## src/stepper_half_step_move_macros.svh

```systemverilog
// ----------------------------------------------------------------------------
// stepper half-step move: assertion macros
// shared property forms used by the top level checks
// ----------------------------------------------------------------------------
`ifndef STEPPER_HALF_STEP_MOVE_MACROS_SVH
`define STEPPER_HALF_STEP_MOVE_MACROS_SVH

// same-cycle implication, quiet during reset
`define SHSM_ASSERT_IMPLIES(label, clk, rst, lhs, rhs, msg) \
   label: assert property (@(posedge clk) disable iff (rst) (lhs) |-> (rhs)) \
      else $error(msg);

// next-cycle implication, quiet during reset
`define SHSM_ASSERT_NEXT(label, clk, rst, lhs, rhs, msg) \
   label: assert property (@(posedge clk) disable iff (rst) (lhs) |=> (rhs)) \
      else $error(msg);

`endif

```

## src/shsm_pkg.sv

```systemverilog
// ----------------------------------------------------------------------------
// shsm_pkg
// widths, constants, codes and the phase to coil table of the half-step mover
// ----------------------------------------------------------------------------
`default_nettype none

package shsm_pkg;

   // field widths
   localparam int unsigned SPR_W   = 11;
   localparam int unsigned DWELL_W = 16;
   localparam int unsigned DEG_W   = 16;
   localparam int unsigned COIL_W  = 4;
   localparam int unsigned PHASE_W = 3;
   localparam int unsigned CSR_IDX_W  = 1;
   localparam int unsigned CSR_DATA_W = 16;

   // product of magnitude and steps per revolution
   localparam int unsigned PROD_W = DEG_W + SPR_W;
   // remaining angle-times-revolution account, one step per STEP_DIV
   localparam int unsigned ACC_W  = 26;

   localparam int unsigned STEP_DIV  = 360;
   localparam int unsigned STEPS_MAX = 131071;

   localparam logic [PROD_W-1:0] PROD_ONE_STEP = PROD_W'(STEP_DIV);
   localparam logic [PROD_W-1:0] PROD_SAT_AT   = PROD_W'((STEPS_MAX + 1) * STEP_DIV);
   localparam logic [ACC_W-1:0]  ACC_SAT       = ACC_W'(STEPS_MAX * STEP_DIV);
   localparam logic [ACC_W-1:0]  ACC_ONE_STEP  = ACC_W'(STEP_DIV);
   localparam logic [ACC_W-1:0]  ACC_TWO_STEPS = ACC_W'(2 * STEP_DIV);

   // register reset values
   localparam logic [SPR_W-1:0]   SPR_RESET   = SPR_W'(400);
   localparam logic [DWELL_W-1:0] DWELL_RESET = DWELL_W'(625);

   // phases at the start of a move
   localparam logic [PHASE_W-1:0] PHASE_FWD_START = 3'd0;
   localparam logic [PHASE_W-1:0] PHASE_REV_START = 3'd7;

   localparam logic [COIL_W-1:0] COILS_OFF = 4'h0;

   // item operation codes
   typedef enum logic {
      OP_MOVE = 1'b0,
      OP_TICK = 1'b1
   } op_type;

   // register indexes
   localparam logic [CSR_IDX_W-1:0] CSR_SPR   = 1'b0;
   localparam logic [CSR_IDX_W-1:0] CSR_DWELL = 1'b1;

   // live configuration handed to the core
   typedef struct packed {
      logic [SPR_W-1:0]   steps_per_rev;
      logic [DWELL_W-1:0] dwell_ticks;
   } cfg_type;

   // result of one item
   typedef struct packed {
      logic [COIL_W-1:0] coil_drive;
      logic              busy;
      logic              rejected;
   } result_type;

   // eight-phase half-step coil pattern
   function automatic logic [COIL_W-1:0] coil_of_phase(input logic [PHASE_W-1:0] phase);
      logic [COIL_W-1:0] coils;
      case (phase)
         3'd0:    coils = 4'h1;
         3'd1:    coils = 4'h9;
         3'd2:    coils = 4'h8;
         3'd3:    coils = 4'hC;
         3'd4:    coils = 4'h4;
         3'd5:    coils = 4'h6;
         3'd6:    coils = 4'h2;
         3'd7:    coils = 4'h3;
         default: coils = 4'h0;
      endcase
      return coils;
   endfunction

endpackage

`default_nettype wire

```

## src/shsm_csr.sv

```systemverilog
// ----------------------------------------------------------------------------
// shsm_csr
// configuration registers: steps per revolution and dwell ticks
// ----------------------------------------------------------------------------
`default_nettype none

module shsm_csr (
   input  wire logic                              clock,
   input  wire logic                              reset,
   input  wire logic                              csr_valid,
   input  wire logic [shsm_pkg::CSR_IDX_W-1:0]    csr_index,
   input  wire logic [shsm_pkg::CSR_DATA_W-1:0]   csr_wdata,
   output shsm_pkg::cfg_type                      cfg
);

   logic [shsm_pkg::SPR_W-1:0]   spr_ff;
   logic [shsm_pkg::DWELL_W-1:0] dwell_ff;

   // register write on each beat
   always_ff @(posedge clock) begin
      if (reset) begin
         spr_ff   <= shsm_pkg::SPR_RESET;
         dwell_ff <= shsm_pkg::DWELL_RESET;
      end else if (csr_valid) begin
         case (csr_index)
            shsm_pkg::CSR_SPR:   spr_ff   <= csr_wdata[shsm_pkg::SPR_W-1:0];
            shsm_pkg::CSR_DWELL: dwell_ff <= csr_wdata[shsm_pkg::DWELL_W-1:0];
            default: ;
         endcase
      end
   end

   assign cfg.steps_per_rev = spr_ff;
   assign cfg.dwell_ticks   = dwell_ff;

endmodule

`default_nettype wire

```

## src/shsm_core.sv

```systemverilog
// ----------------------------------------------------------------------------
// shsm_core
// move state and next-state logic; steps are tracked as a remaining
// angle-times-revolution account that drops by one division per step
// ----------------------------------------------------------------------------
`default_nettype none

module shsm_core (
   input  wire logic                           clock,
   input  wire logic                           reset,
   input  wire logic                           fire,
   input  wire logic                           operation,
   input  wire logic [shsm_pkg::DEG_W-1:0]     degrees,
   input  wire shsm_pkg::cfg_type              cfg,
   output shsm_pkg::result_type                result
);

   logic [shsm_pkg::ACC_W-1:0]   acc_ff,    acc_in;
   logic [shsm_pkg::DWELL_W-1:0] dwell_ff,  dwell_in;
   logic [shsm_pkg::PHASE_W-1:0] phase_ff,  phase_in;
   logic                         rev_ff,    rev_in;
   logic [shsm_pkg::COIL_W-1:0]  coil_ff,   coil_in;
   logic                         moving_ff, moving_in;

   logic                         neg;
   logic [shsm_pkg::DEG_W-1:0]   mag;
   logic [shsm_pkg::PROD_W-1:0]  prod;
   logic [shsm_pkg::DWELL_W-1:0] dwell_next;
   logic                         rej;

   // magnitude of the angle and its product with steps per revolution
   assign neg  = degrees[shsm_pkg::DEG_W-1];
   assign mag  = neg ? (~degrees + shsm_pkg::DEG_W'(1)) : degrees;
   assign prod = shsm_pkg::PROD_W'(mag) * shsm_pkg::PROD_W'(cfg.steps_per_rev);
   assign dwell_next = dwell_ff + shsm_pkg::DWELL_W'(1);

   // next state for the item in hand
   always_comb begin
      acc_in    = acc_ff;
      dwell_in  = dwell_ff;
      phase_in  = phase_ff;
      rev_in    = rev_ff;
      coil_in   = coil_ff;
      moving_in = moving_ff;
      rej       = 1'b0;
      if (fire) begin
         if (operation == shsm_pkg::OP_MOVE) begin
            if (moving_ff) begin
               rej = 1'b1;
            end else begin
               dwell_in = '0;
               if (prod < shsm_pkg::PROD_ONE_STEP) begin
                  acc_in    = '0;
                  coil_in   = shsm_pkg::COILS_OFF;
                  moving_in = 1'b0;
               end else begin
                  acc_in    = (prod >= shsm_pkg::PROD_SAT_AT) ? shsm_pkg::ACC_SAT
                                                              : prod[shsm_pkg::ACC_W-1:0];
                  rev_in    = neg;
                  phase_in  = neg ? shsm_pkg::PHASE_REV_START : shsm_pkg::PHASE_FWD_START;
                  coil_in   = shsm_pkg::coil_of_phase(phase_in);
                  moving_in = 1'b1;
               end
            end
         end else if (moving_ff) begin
            if (dwell_next == cfg.dwell_ticks) begin
               dwell_in = '0;
               if (acc_ff < shsm_pkg::ACC_TWO_STEPS) begin
                  // last step's dwell is over
                  acc_in    = '0;
                  coil_in   = shsm_pkg::COILS_OFF;
                  moving_in = 1'b0;
               end else begin
                  acc_in   = acc_ff - shsm_pkg::ACC_ONE_STEP;
                  phase_in = rev_ff ? (phase_ff - shsm_pkg::PHASE_W'(1))
                                    : (phase_ff + shsm_pkg::PHASE_W'(1));
                  coil_in  = shsm_pkg::coil_of_phase(phase_in);
               end
            end else begin
               dwell_in = dwell_next;
            end
         end
      end
   end

   // state registers
   always_ff @(posedge clock) begin
      if (reset) begin
         acc_ff    <= '0;
         dwell_ff  <= '0;
         phase_ff  <= '0;
         rev_ff    <= 1'b0;
         coil_ff   <= shsm_pkg::COILS_OFF;
         moving_ff <= 1'b0;
      end else begin
         acc_ff    <= acc_in;
         dwell_ff  <= dwell_in;
         phase_ff  <= phase_in;
         rev_ff    <= rev_in;
         coil_ff   <= coil_in;
         moving_ff <= moving_in;
      end
   end

   assign result.coil_drive = coil_in;
   assign result.busy       = moving_in;
   assign result.rejected   = rej;

endmodule

`default_nettype wire

```

## src/stepper_half_step_move.sv

```systemverilog
// ----------------------------------------------------------------------------
// stepper_half_step_move: four-coil half-step move sequencer
// path: an accepted beat passes the input register, then the move logic
// into the result register; the only loop is the registered state update
// throughput: one item per cycle while rsp_stall does not hold the result
// reset: synchronous, active high; idle, coils off, registers to 400 and 625
// ----------------------------------------------------------------------------
`default_nettype none
`include "stepper_half_step_move_macros.svh"

module stepper_half_step_move (
   input  wire logic                             clock,
   input  wire logic                             reset,
   // move and tick beats
   input  wire logic                             req_valid,
   output      logic                             req_stall,
   input  wire logic                             req_operation,
   input  wire logic signed [shsm_pkg::DEG_W-1:0] req_degrees,
   // result beats
   output      logic                             rsp_valid,
   input  wire logic                             rsp_stall,
   output      logic [shsm_pkg::COIL_W-1:0]      rsp_coil_drive,
   output      logic                             rsp_busy_res,
   output      logic                             rsp_rejected,
   // configuration writes
   input  wire logic                             csr_valid,
   output      logic                             csr_ready,
   input  wire logic [shsm_pkg::CSR_IDX_W-1:0]   csr_index,
   input  wire logic [shsm_pkg::CSR_DATA_W-1:0]  csr_wdata
);

   shsm_pkg::cfg_type    cfg;
   shsm_pkg::result_type result;

   logic                        in_valid_ff, in_valid_in;
   logic                        in_op_ff;
   logic [shsm_pkg::DEG_W-1:0]  in_deg_ff;
   logic                        out_valid_ff, out_valid_in;
   shsm_pkg::result_type        out_ff;
   logic                        out_free;
   logic                        fire;
   logic                        req_take;

   assign csr_ready = 1'b1;

   shsm_csr u_csr (
      .clock     (clock),
      .reset     (reset),
      .csr_valid (csr_valid),
      .csr_index (csr_index),
      .csr_wdata (csr_wdata),
      .cfg       (cfg)
   );

   // pipeline flow control
   assign out_free  = !out_valid_ff || !rsp_stall;
   assign fire      = in_valid_ff && out_free;
   assign req_stall = in_valid_ff && !out_free;
   assign req_take  = req_valid && !req_stall;

   assign in_valid_in  = req_take || (in_valid_ff && !fire);
   assign out_valid_in = fire || (out_valid_ff && !out_free);

   // input register
   always_ff @(posedge clock) begin
      if (reset) begin
         in_valid_ff <= 1'b0;
      end else begin
         in_valid_ff <= in_valid_in;
      end
   end

   always_ff @(posedge clock) begin
      if (req_take) begin
         in_op_ff  <= req_operation;
         in_deg_ff <= req_degrees;
      end
   end

   shsm_core u_core (
      .clock     (clock),
      .reset     (reset),
      .fire      (fire),
      .operation (in_op_ff),
      .degrees   (in_deg_ff),
      .cfg       (cfg),
      .result    (result)
   );

   // result register
   always_ff @(posedge clock) begin
      if (reset) begin
         out_valid_ff <= 1'b0;
      end else begin
         out_valid_ff <= out_valid_in;
      end
   end

   always_ff @(posedge clock) begin
      if (fire) begin
         out_ff <= result;
      end
   end

   assign rsp_valid      = out_valid_ff;
   assign rsp_coil_drive = out_ff.coil_drive;
   assign rsp_busy_res   = out_ff.busy;
   assign rsp_rejected   = out_ff.rejected;

   // checks
   `SHSM_ASSERT_IMPLIES(a_rej_busy, clock, reset, rsp_valid && rsp_rejected, rsp_busy_res, "rejected move without busy")
   `SHSM_ASSERT_IMPLIES(a_idle_off, clock, reset, rsp_valid && !rsp_busy_res, rsp_coil_drive == 4'h0, "coils on while idle")
   `SHSM_ASSERT_IMPLIES(a_busy_coils, clock, reset, rsp_valid && rsp_busy_res, $countones(rsp_coil_drive) == 1 || $countones(rsp_coil_drive) == 2, "bad half-step coil pattern")
   `SHSM_ASSERT_NEXT(a_stall_keeps, clock, reset, in_valid_ff && !out_free, in_valid_ff, "held beat lost")

endmodule

`default_nettype wire
```

## config.mk

```make
export PLATFORM = sky130hd
export DESIGN_NAME = stepper_half_step_move
export DESIGN_NICKNAME = d
export VERILOG_FILES = /design/src/shsm_pkg.sv /design/src/shsm_csr.sv /design/src/shsm_core.sv /design/src/stepper_half_step_move.sv
export VERILOG_INCLUDE_DIRS = /design/src /design/src/src
export SDC_FILE = /design/constraint.sdc
export NUM_CORES = 1
export LEC_CHECK = 0
export BUFFER_PORTS_ARGS = -buffer_cell sky130_fd_sc_hd__buf_4
export CORE_MARGIN = 3
export CORE_UTILIZATION = 35
export DETAILED_ROUTE_END_ITERATION = 6
export HOLD_SLACK_MARGIN = 0.06
export SETUP_SLACK_MARGIN = 0.4
export SLEW_MARGIN = 20
export SYNTH_ARGS = -nofsm -noshare
export SYNTH_HDL_FRONTEND = slang
export SYNTH_SLANG_ARGS = --single-unit
export TNS_END_PERCENT = 20
```

## constraint.sdc

```tcl
create_clock -name clock -period 8.55 [get_ports clock]
set_input_delay 1.71 -clock clock [delete_from_list [all_inputs] [get_ports clock]]
set_output_delay 1.71 -clock clock [all_outputs]
set_load 0.02 [all_outputs]
```

==> impl_metrics.ini, run 1 <==
[synth]
ys_types = 90
synthXorXnorAreaFrac_pct = 4.48
yosysMostFrequentCell = nand2_1
synth-compound-area-share_pct = 15.1
yosysTopAreaCell = fa_1
synth-main-ff-cell = dfxtp_1
yosysTopAreaCellShare_pct = 21.9
synth_fp_nets = 1590
syn_area_mm2 = 0.0115
synth_mux_area_share_pct = 0.718
syn_area_per_cell_um2 = 8.51
async_reset_ff_share_pct = 0
ys_seq_area_share_pct = 19.4
yosys.area_share.simple_pct = 22.7
synthTopCellsByArea = fa_1 22%, dfxtp_1 13%, ha_1 7.8%
synthAdderAreaFrac_pct = 29.7
synthCells = 1353
ys_ff_latch = 100
synth_edf_count = 23
ys_warn_count = 0
synth_top_family_by_area = adder cells
ys_top_cells_by_count = 171 x nand2_1, 147 x inv_1, 126 x fa_1

[sta]
fin_worst_skew_ns = 0.0158
worst_pin_slew_ns = 0.944
slew_viol_final = 0
hold_violations = 0
slew_headroom_pct = 37.0
finalCritPeriodShare_pct = 91.6
finalSetupViolCount = 0
fmax_ghz = 0.128
min_period_ns = 7.83
rsz0062_at_grt = true
fin_tns_setup_ns = 0

[power]
switching_power_w = 0.00156
intPower_w = 0.00154
total_leakage_power_nw = 5.56
sequentialPowerShare_pct = 17.7
p_clk_share_pct = 13.2
p_per_area_mw_per_mm2 = 244
comb_power_share_pct = 69.0
switching_share_pct = 50.3
vdd_ir_drop_max_mv = 0.170

[global_route]
grt_pass1_vias = 9366
grt_pass1_wl_mm = 48.4
antenna_found_initial = 0
grtUsageTotal_pct = 16.6
grt_max_degree = 61
grt-ovfl-total = 0

[clocking]
cts_made_buffers = 9
cts_max_level = 3
cts_tree = done
cts_buffer_depth = 2
clkLatencyLatePin_ns = 0.36
path_clk_slew_ns = 0.08
cts_hold_buf = 0
cts_root_buffer = clkbuf_16
cts_sinks = 100

[final_layout]
nNetsFinal = 1601
finish.utilization_pct = 39.7
fillers = 3249
n_antenna_cell = 0
syn_to_final_growth_pct = 10.2
drive_gt1_share_pct = 10.3

[route]
drtIter0Drc = 554
post_drt_via_cell_ratio = 5.20
wl_per_cell_um = 16.1
num_vias = 9389
drtPass1Iterations = 5
routed_wl_mm = 29.1
antenna_left = 0
drc_errors = 0

[critical_path]
worstReg2RegStart = in_deg_ff[3]$_DFFE_PP_
cp-end-kind = register
critPathLaunchType = register
crit_required_ns = 8.66
crit_start = in_deg_ff[3]$_DFFE_PP_
critPathMaxFanout = 7
crit_type = register to register
crit_arrival_ns = 7.94

[floorplan]
ios = 48
floorplan.initialDensity_pct = 36.0
die_area_mm2 = 0.0351
core-area_mm2 = 0.0320
die_y_um = 187
rows = 65
die_x_um = 187

[placed_design]
gp_congestion = 0.847
io_buffer_count = 46
dp_hpwl_mm = 22.4

[outcome]
outcome = finished, final reports clean

[hold_path]
worstHoldStart = u_csr.dwell_ff[15]$_SDFFE_PP0P_
hp-class = register to register

[flow_run]
cap_violations = 0
metal layers:
metal / wire length, um / track usage [%]
met1: 13600 / 23.1
met2: 13600 / 27.4
met3: 1460 / 2.89
met4: 440 / 3.46
met5: 0 / 0
cell families after synthesis:
group	after synthesis
fa+ha+maj	198
buf+inv	224
xor+xnor	58
compound gates	269
simple gates	496
flops	100
mux	7
other cells	1
flip-flops by register name (all words and copies together) (netlist names), 3 cells and up, named ones only:
register,count
u_core.coil_ff,4
u_core.dwell_ff,16
u_core.phase_ff,3
u_csr.spr_ff,11
in_deg_ff,16
u_core.acc_ff,23
u_csr.dwell_ff,16
rsp_coil_drive,4
path summary, 6_finish.rpt:
check,endpoint,slack [ns],cells after the start
worst max-delay path,rsp_coil_drive[0]$_DFFE_PP_,0.72,26
worst min-delay path,u_csr.dwell_ff[15]$_SDFFE_PP0P_,0.48,2
worst min register to register,u_csr.dwell_ff[15]$_SDFFE_PP0P_,0.48,2
worst max register to register,rsp_coil_drive[0]$_DFFE_PP_,0.72,26
cell type report:
class	count	area (um^2)	share of cell area, %
Sequential cell	100	2230	17.6
Timing Repair Buffer	76	574	4.53
Clock buffer	11	243	1.91
Inverter	148	556	4.38
Tap cell	435	544	4.29
Multi-Input combinational cell	1029	8500	67.0
Clock inverter	5	40.0	0.316
power groups by stage:
| stage | registers, W | logic [W] | clock network (W) |
|---|---|---|---|
| after floorplan | 0.000543 | 0.00160 | 0 |
| after CTS | 0.000549 | 0.00212 | 0.000422 |
| after detailed placement | 0.000558 | 0.00209 | 0 |
| after global routing | 0.000553 | 0.00241 | 0.000439 |
| final | 0.000549 | 0.00214 | 0.000410 |
| after global placement | 0.000558 | 0.00210 | 0 |
timing repair:
action / 4_1_cts / 5_1_grt
endpoints found under the setup margin: 6 / 29
resized for setup: 2 / 20
pin swaps: 0 / 4
buffers inserted: 0 / 8
placed cells by master, fill, tap and decap left out, types with 5 or more instances in the layout:
cell       Yosys  final
nand4_1       12     12
o21ai_1        1      5
a211oi_1       7      5
nand3_1       24     24
xnor2_1       34     30
a21o_1         8      8
nor2_1        62     62
mux2i_1        6      6
nor4_1        11     10
dfxtp_1       77     77
o21ai_0       64     59
o21a_1         7      7
a31oi_1       10      9
nand2_1      171    171
and2_1        87     87
and3_1        10     10
xor2_1        23     22
nor2b_1       31     30
o31ai_1        9      7
ha_1          72     72
nand2b_1      21     21
clkbuf_16      0      9
nand4b_1       5      5
a21oi_1       90     88
or2_2          6      6
or4_1          6      6
inv_1        147    147
o22ai_1       12     12
fa_1         126    126
buf_4          6     75
nor3_1        11     11
edfxtp_1      23     23
or3_1         10     10
o211ai_1       6      6
stage by stage:
stage                     cells  hold WS, ns  area, um^2  power [W]  worst slack [ns]
final                      1804        0.475       12700    0.00310             0.719
after global routing       1804        0.496       12700    0.00340             0.389
after CTS                  1796        0.479       12500    0.00309             0.399
after floorplan            1353        0.448       11500    0.00214              1.13
after detailed placement   1780        0.467       12200    0.00265             0.315
after global placement     1780        0.459       12200    0.00266             0.448
critical path: stages (launching register included):
cell and delay [ns]:
edfxtp_1 0.46, or4_1 0.59, nor4_2 0.23, nand3b_1 0.14
or2_2 0.33, o21ai_1 0.21, xnor2_2 0.23, nand2_1 0.13
fa_1 0.49, fa_1 0.52, inv_1 0.05, fa_1 0.46
fa_1 0.54, inv_1 0.06, fa_1 0.53, inv_1 0.04
ha_1 0.38, a21oi_1 0.30, nor2_1 0.09, a21oi_2 0.21
nand2_1 0.09, o41ai_1 0.34, xor2_1 0.26, and3b_1 0.20
and4b_2 0.35, nor3_1 0.10, or2_1 0.24
Note: power is estimated with default switching activity, not from simulation.
==> run 2, diff against run 1 <==
ABC_AREA = 1   (was not set)
CTS_BUF_LIST = sky130_fd_sc_hd__clkbuf_16   (was not set)
==> run 2 against run 1 <==
  * Clock skew decreased by 0.0045 ns
  * Sequential share of layout area decreased by 0.65 points
  * Setup slack improved by 0.51 ns
  * Total power increased by 16%
  * Critical path depth increased by 13
  * Highest routed layer unchanged
==> impl_metrics.ini, run 2 <==
[synth]
ys_top_cells_by_count = 494 x nand2_1, 338 x inv_1, 248 x nor2_1
syn_area_mm2 = 0.0121
syn_area_per_cell_um2 = 6.69
yosysTopAreaCell = fa_1
ys_seq_area_share_pct = 18.5
synth-main-ff-cell = dfxtp_1
synthCells = 1805
yosysTopAreaCellShare_pct = 20.9
synth_edf_count = 23
synthTopCellsByArea = fa_1 21%, nand2_1 15%, dfxtp_1 13%
async_reset_ff_share_pct = 0
ys_warn_count = 0
ys_ff_latch = 100
synth_fp_nets = 2042
ys_types = 42
yosysMostFrequentCell = nand2_1

[route]
num_vias = 11200
antenna_left = 0
post_drt_via_cell_ratio = 4.92
drc_errors = 0
drtIter0Drc = 734
drtPass1Iterations = 5
wl_per_cell_um = 14.7
routed_wl_mm = 33.5

[critical_path]
crit_top_cell = inv_1
crit_required_ns = 8.82
critPathMaxFanout = 8
max_stage_delay_ns = 0.56
crit_type = register to register
path_delay_family = adder cells
cp-end-kind = register
crit_arrival_ns = 7.59
critPathSlowestCell = fa_1
cp_num_buf_inv = 10
critPathLaunchType = register

[sta]
min_period_ns = 7.32
hold_ws_ns = 0.477
slew_headroom_pct = 27.2
slew_viol_final = 0
hold_violations = 0
fin_worst_skew_ns = 0.0113
fin_tns_setup_ns = 0
worst_pin_slew_ns = 1.08
finalSetupViolCount = 0
fmax_ghz = 0.137
finalCritPeriodShare_pct = 85.6
setup_ws_ns = 1.23
rsz0062_at_grt = false

[clocking]
clkLatencyLatePin_ns = 0.37
cts_root_buffer = clkbuf_16
cts_tree = done
cts_sinks = 100
cts_buffer_depth = 2
path_clk_slew_ns = 0.08
cts_made_buffers = 9
cts_max_level = 3
cts_hold_buf = 0

[global_route]
use_met1_pct = 26.2
grtUsageTotal_pct = 19.0
grt_pass1_vias = 11000
use_met3_pct = 2.46
antenna_found_initial = 0
grt_max_degree = 37
grt_pass1_wl_mm = 56.1
grt-busiest-layer = met2
grt.met2_usage_pct = 31.6
grt-ovfl-total = 0

[power]
vdd_ir_drop_max_mv = 0.186
total_leakage_power_nw = 6.75
p_per_area_mw_per_mm2 = 274

[final_layout]
final_cells = 2279
final_cell_mix = 493 x nand2_1, 338 x inv_1, 248 x nor2_1
syn_to_final_growth_pct = 9.01
fillers = 3608
drive_gt1_share_pct = 5.52
regMostFlops = u_core.acc_ff
n_antenna_cell = 0
largest_register_ffs = 23
final_common_cell = nand2_1
nNetsFinal = 2063

[floorplan]
ios = 48
core-area_mm2 = 0.0338
die_x_um = 192
die_area_mm2 = 0.0368
floorplan.initialDensity_pct = 35.8
rows = 67
die_y_um = 192

[outcome]
outcome = finished, final reports clean

[placed_design]
preCtsSetupSlack_ns = 0.684
placed_cells = 2258
gp_congestion = 0.904
io_buffer_count = 46
dp_hpwl_mm = 27.2

[flow_run]
cap_violations = 0

[hold_path]
hp-class = register to register
==> run 2: cell count changes after synthesis, sizes merged, moves of 13 or more <==
cell | before | now
clkbuf | 56 | 30
nor2b | 31 | 0
xnor2 | 35 | 5
nand3 | 25 | 117
nand2 | 171 | 499
nand4 | 15 | 34
xor2 | 23 | 10
and2 | 88 | 2
nor2 | 62 | 254
inv | 147 | 342
o21ai | 65 | 51
nand2b | 21 | 0
==> run 2: per-stage QoR <==
step,power (W),utilization (%),area [um^2]
floorplan,0.00249,-,12100
global placement,0.00316,37.9,12800
detailed placement,0.00317,37.9,12800
CTS,0.00363,38.8,13100
global route,0.00405,39.0,13200
finish,0.00361,39.0,13200
==> run 2: final timing paths <==
path                                                     start                         endpoint  slack, ns  depth (start not counted)
worst max-delay path                    in_deg_ff[0]$_DFFE_PP_  u_core.phase_ff[0]$_SDFFE_PP0P_       1.23                         39
worst min-delay path            u_csr.dwell_ff[3]$_SDFFE_PP0P_   u_csr.dwell_ff[3]$_SDFFE_PP0P_       0.48                          2
worst max register to register          in_deg_ff[0]$_DFFE_PP_  u_core.phase_ff[0]$_SDFFE_PP0P_       1.23                         39
worst min register to register  u_csr.dwell_ff[3]$_SDFFE_PP0P_   u_csr.dwell_ff[3]$_SDFFE_PP0P_       0.48                          2
==> run 2: logic make-up (layout without fill, tap and decap cells) <==
group / Yosys count / after routing / synth area share (%)
AO/OA/AOI/OAI: 157 / 157 / 6.97
XOR/XNOR: 15 / 15 / 1.09
adder cells (fa/ha/maj): 198 / 198 / 28.3
buffers and inverters: 393 / 419 / 12.6
flip-flops: 100 / 100 / 18.5
other: 1 / 1 / 0.0310
AND/OR/NAND/NOR: 941 / 941 / 32.5
==> run 2: power by group <==
| part | switching (W) | internal (W) | leakage, nW | total, W |
|---|---|---|---|---|
| registers | 0.0000321 | 0.000509 | 0.853 | 0.000541 |
| clock network | 0.000211 | 0.000233 | 0.153 | 0.000444 |
| logic | 0.00171 | 0.000908 | 5.75 | 0.00262 |
==> run 2: worst reg2reg max path: cells and delay by family (launching register included) <==
kind,cells,cell delay [ns]
adder cells (fa/ha/maj),7,3.04
buffers and inverters,10,0.83
XOR/XNOR,1,0.29
flip-flops,1,0.43
AND/OR/NAND/NOR,21,2.66
==> run 2: final cells by class <==
class                           count  area (um^2)  area share, %
Inverter                          346         1300           9.86
Clock inverter                      7         83.8          0.636
Sequential cell                   100         2230           16.9
Multi-Input combinational cell   1312         8340           63.3
Timing Repair Buffer               57          428           3.25
Tap cell                          448          561           4.26
Clock buffer                        9          225           1.71
==> run 2: metal layers <==
metal  vias to the layer above  routed length [um]  part of all wire, %
li1                       5577                   -                    -
met1                      5351               15700                   47
met2                       260               15500                   46
met3                        36                1590                  4.7
met4                         0                 655                  2.0
met5                         -                   0                    0
==> run 2: repair_timing <==
action / 4_1_cts / 5_1_grt
endpoints found under the setup margin: 0 / 31
resized for setup: 0 / 3
setup buffers: 0 / 5
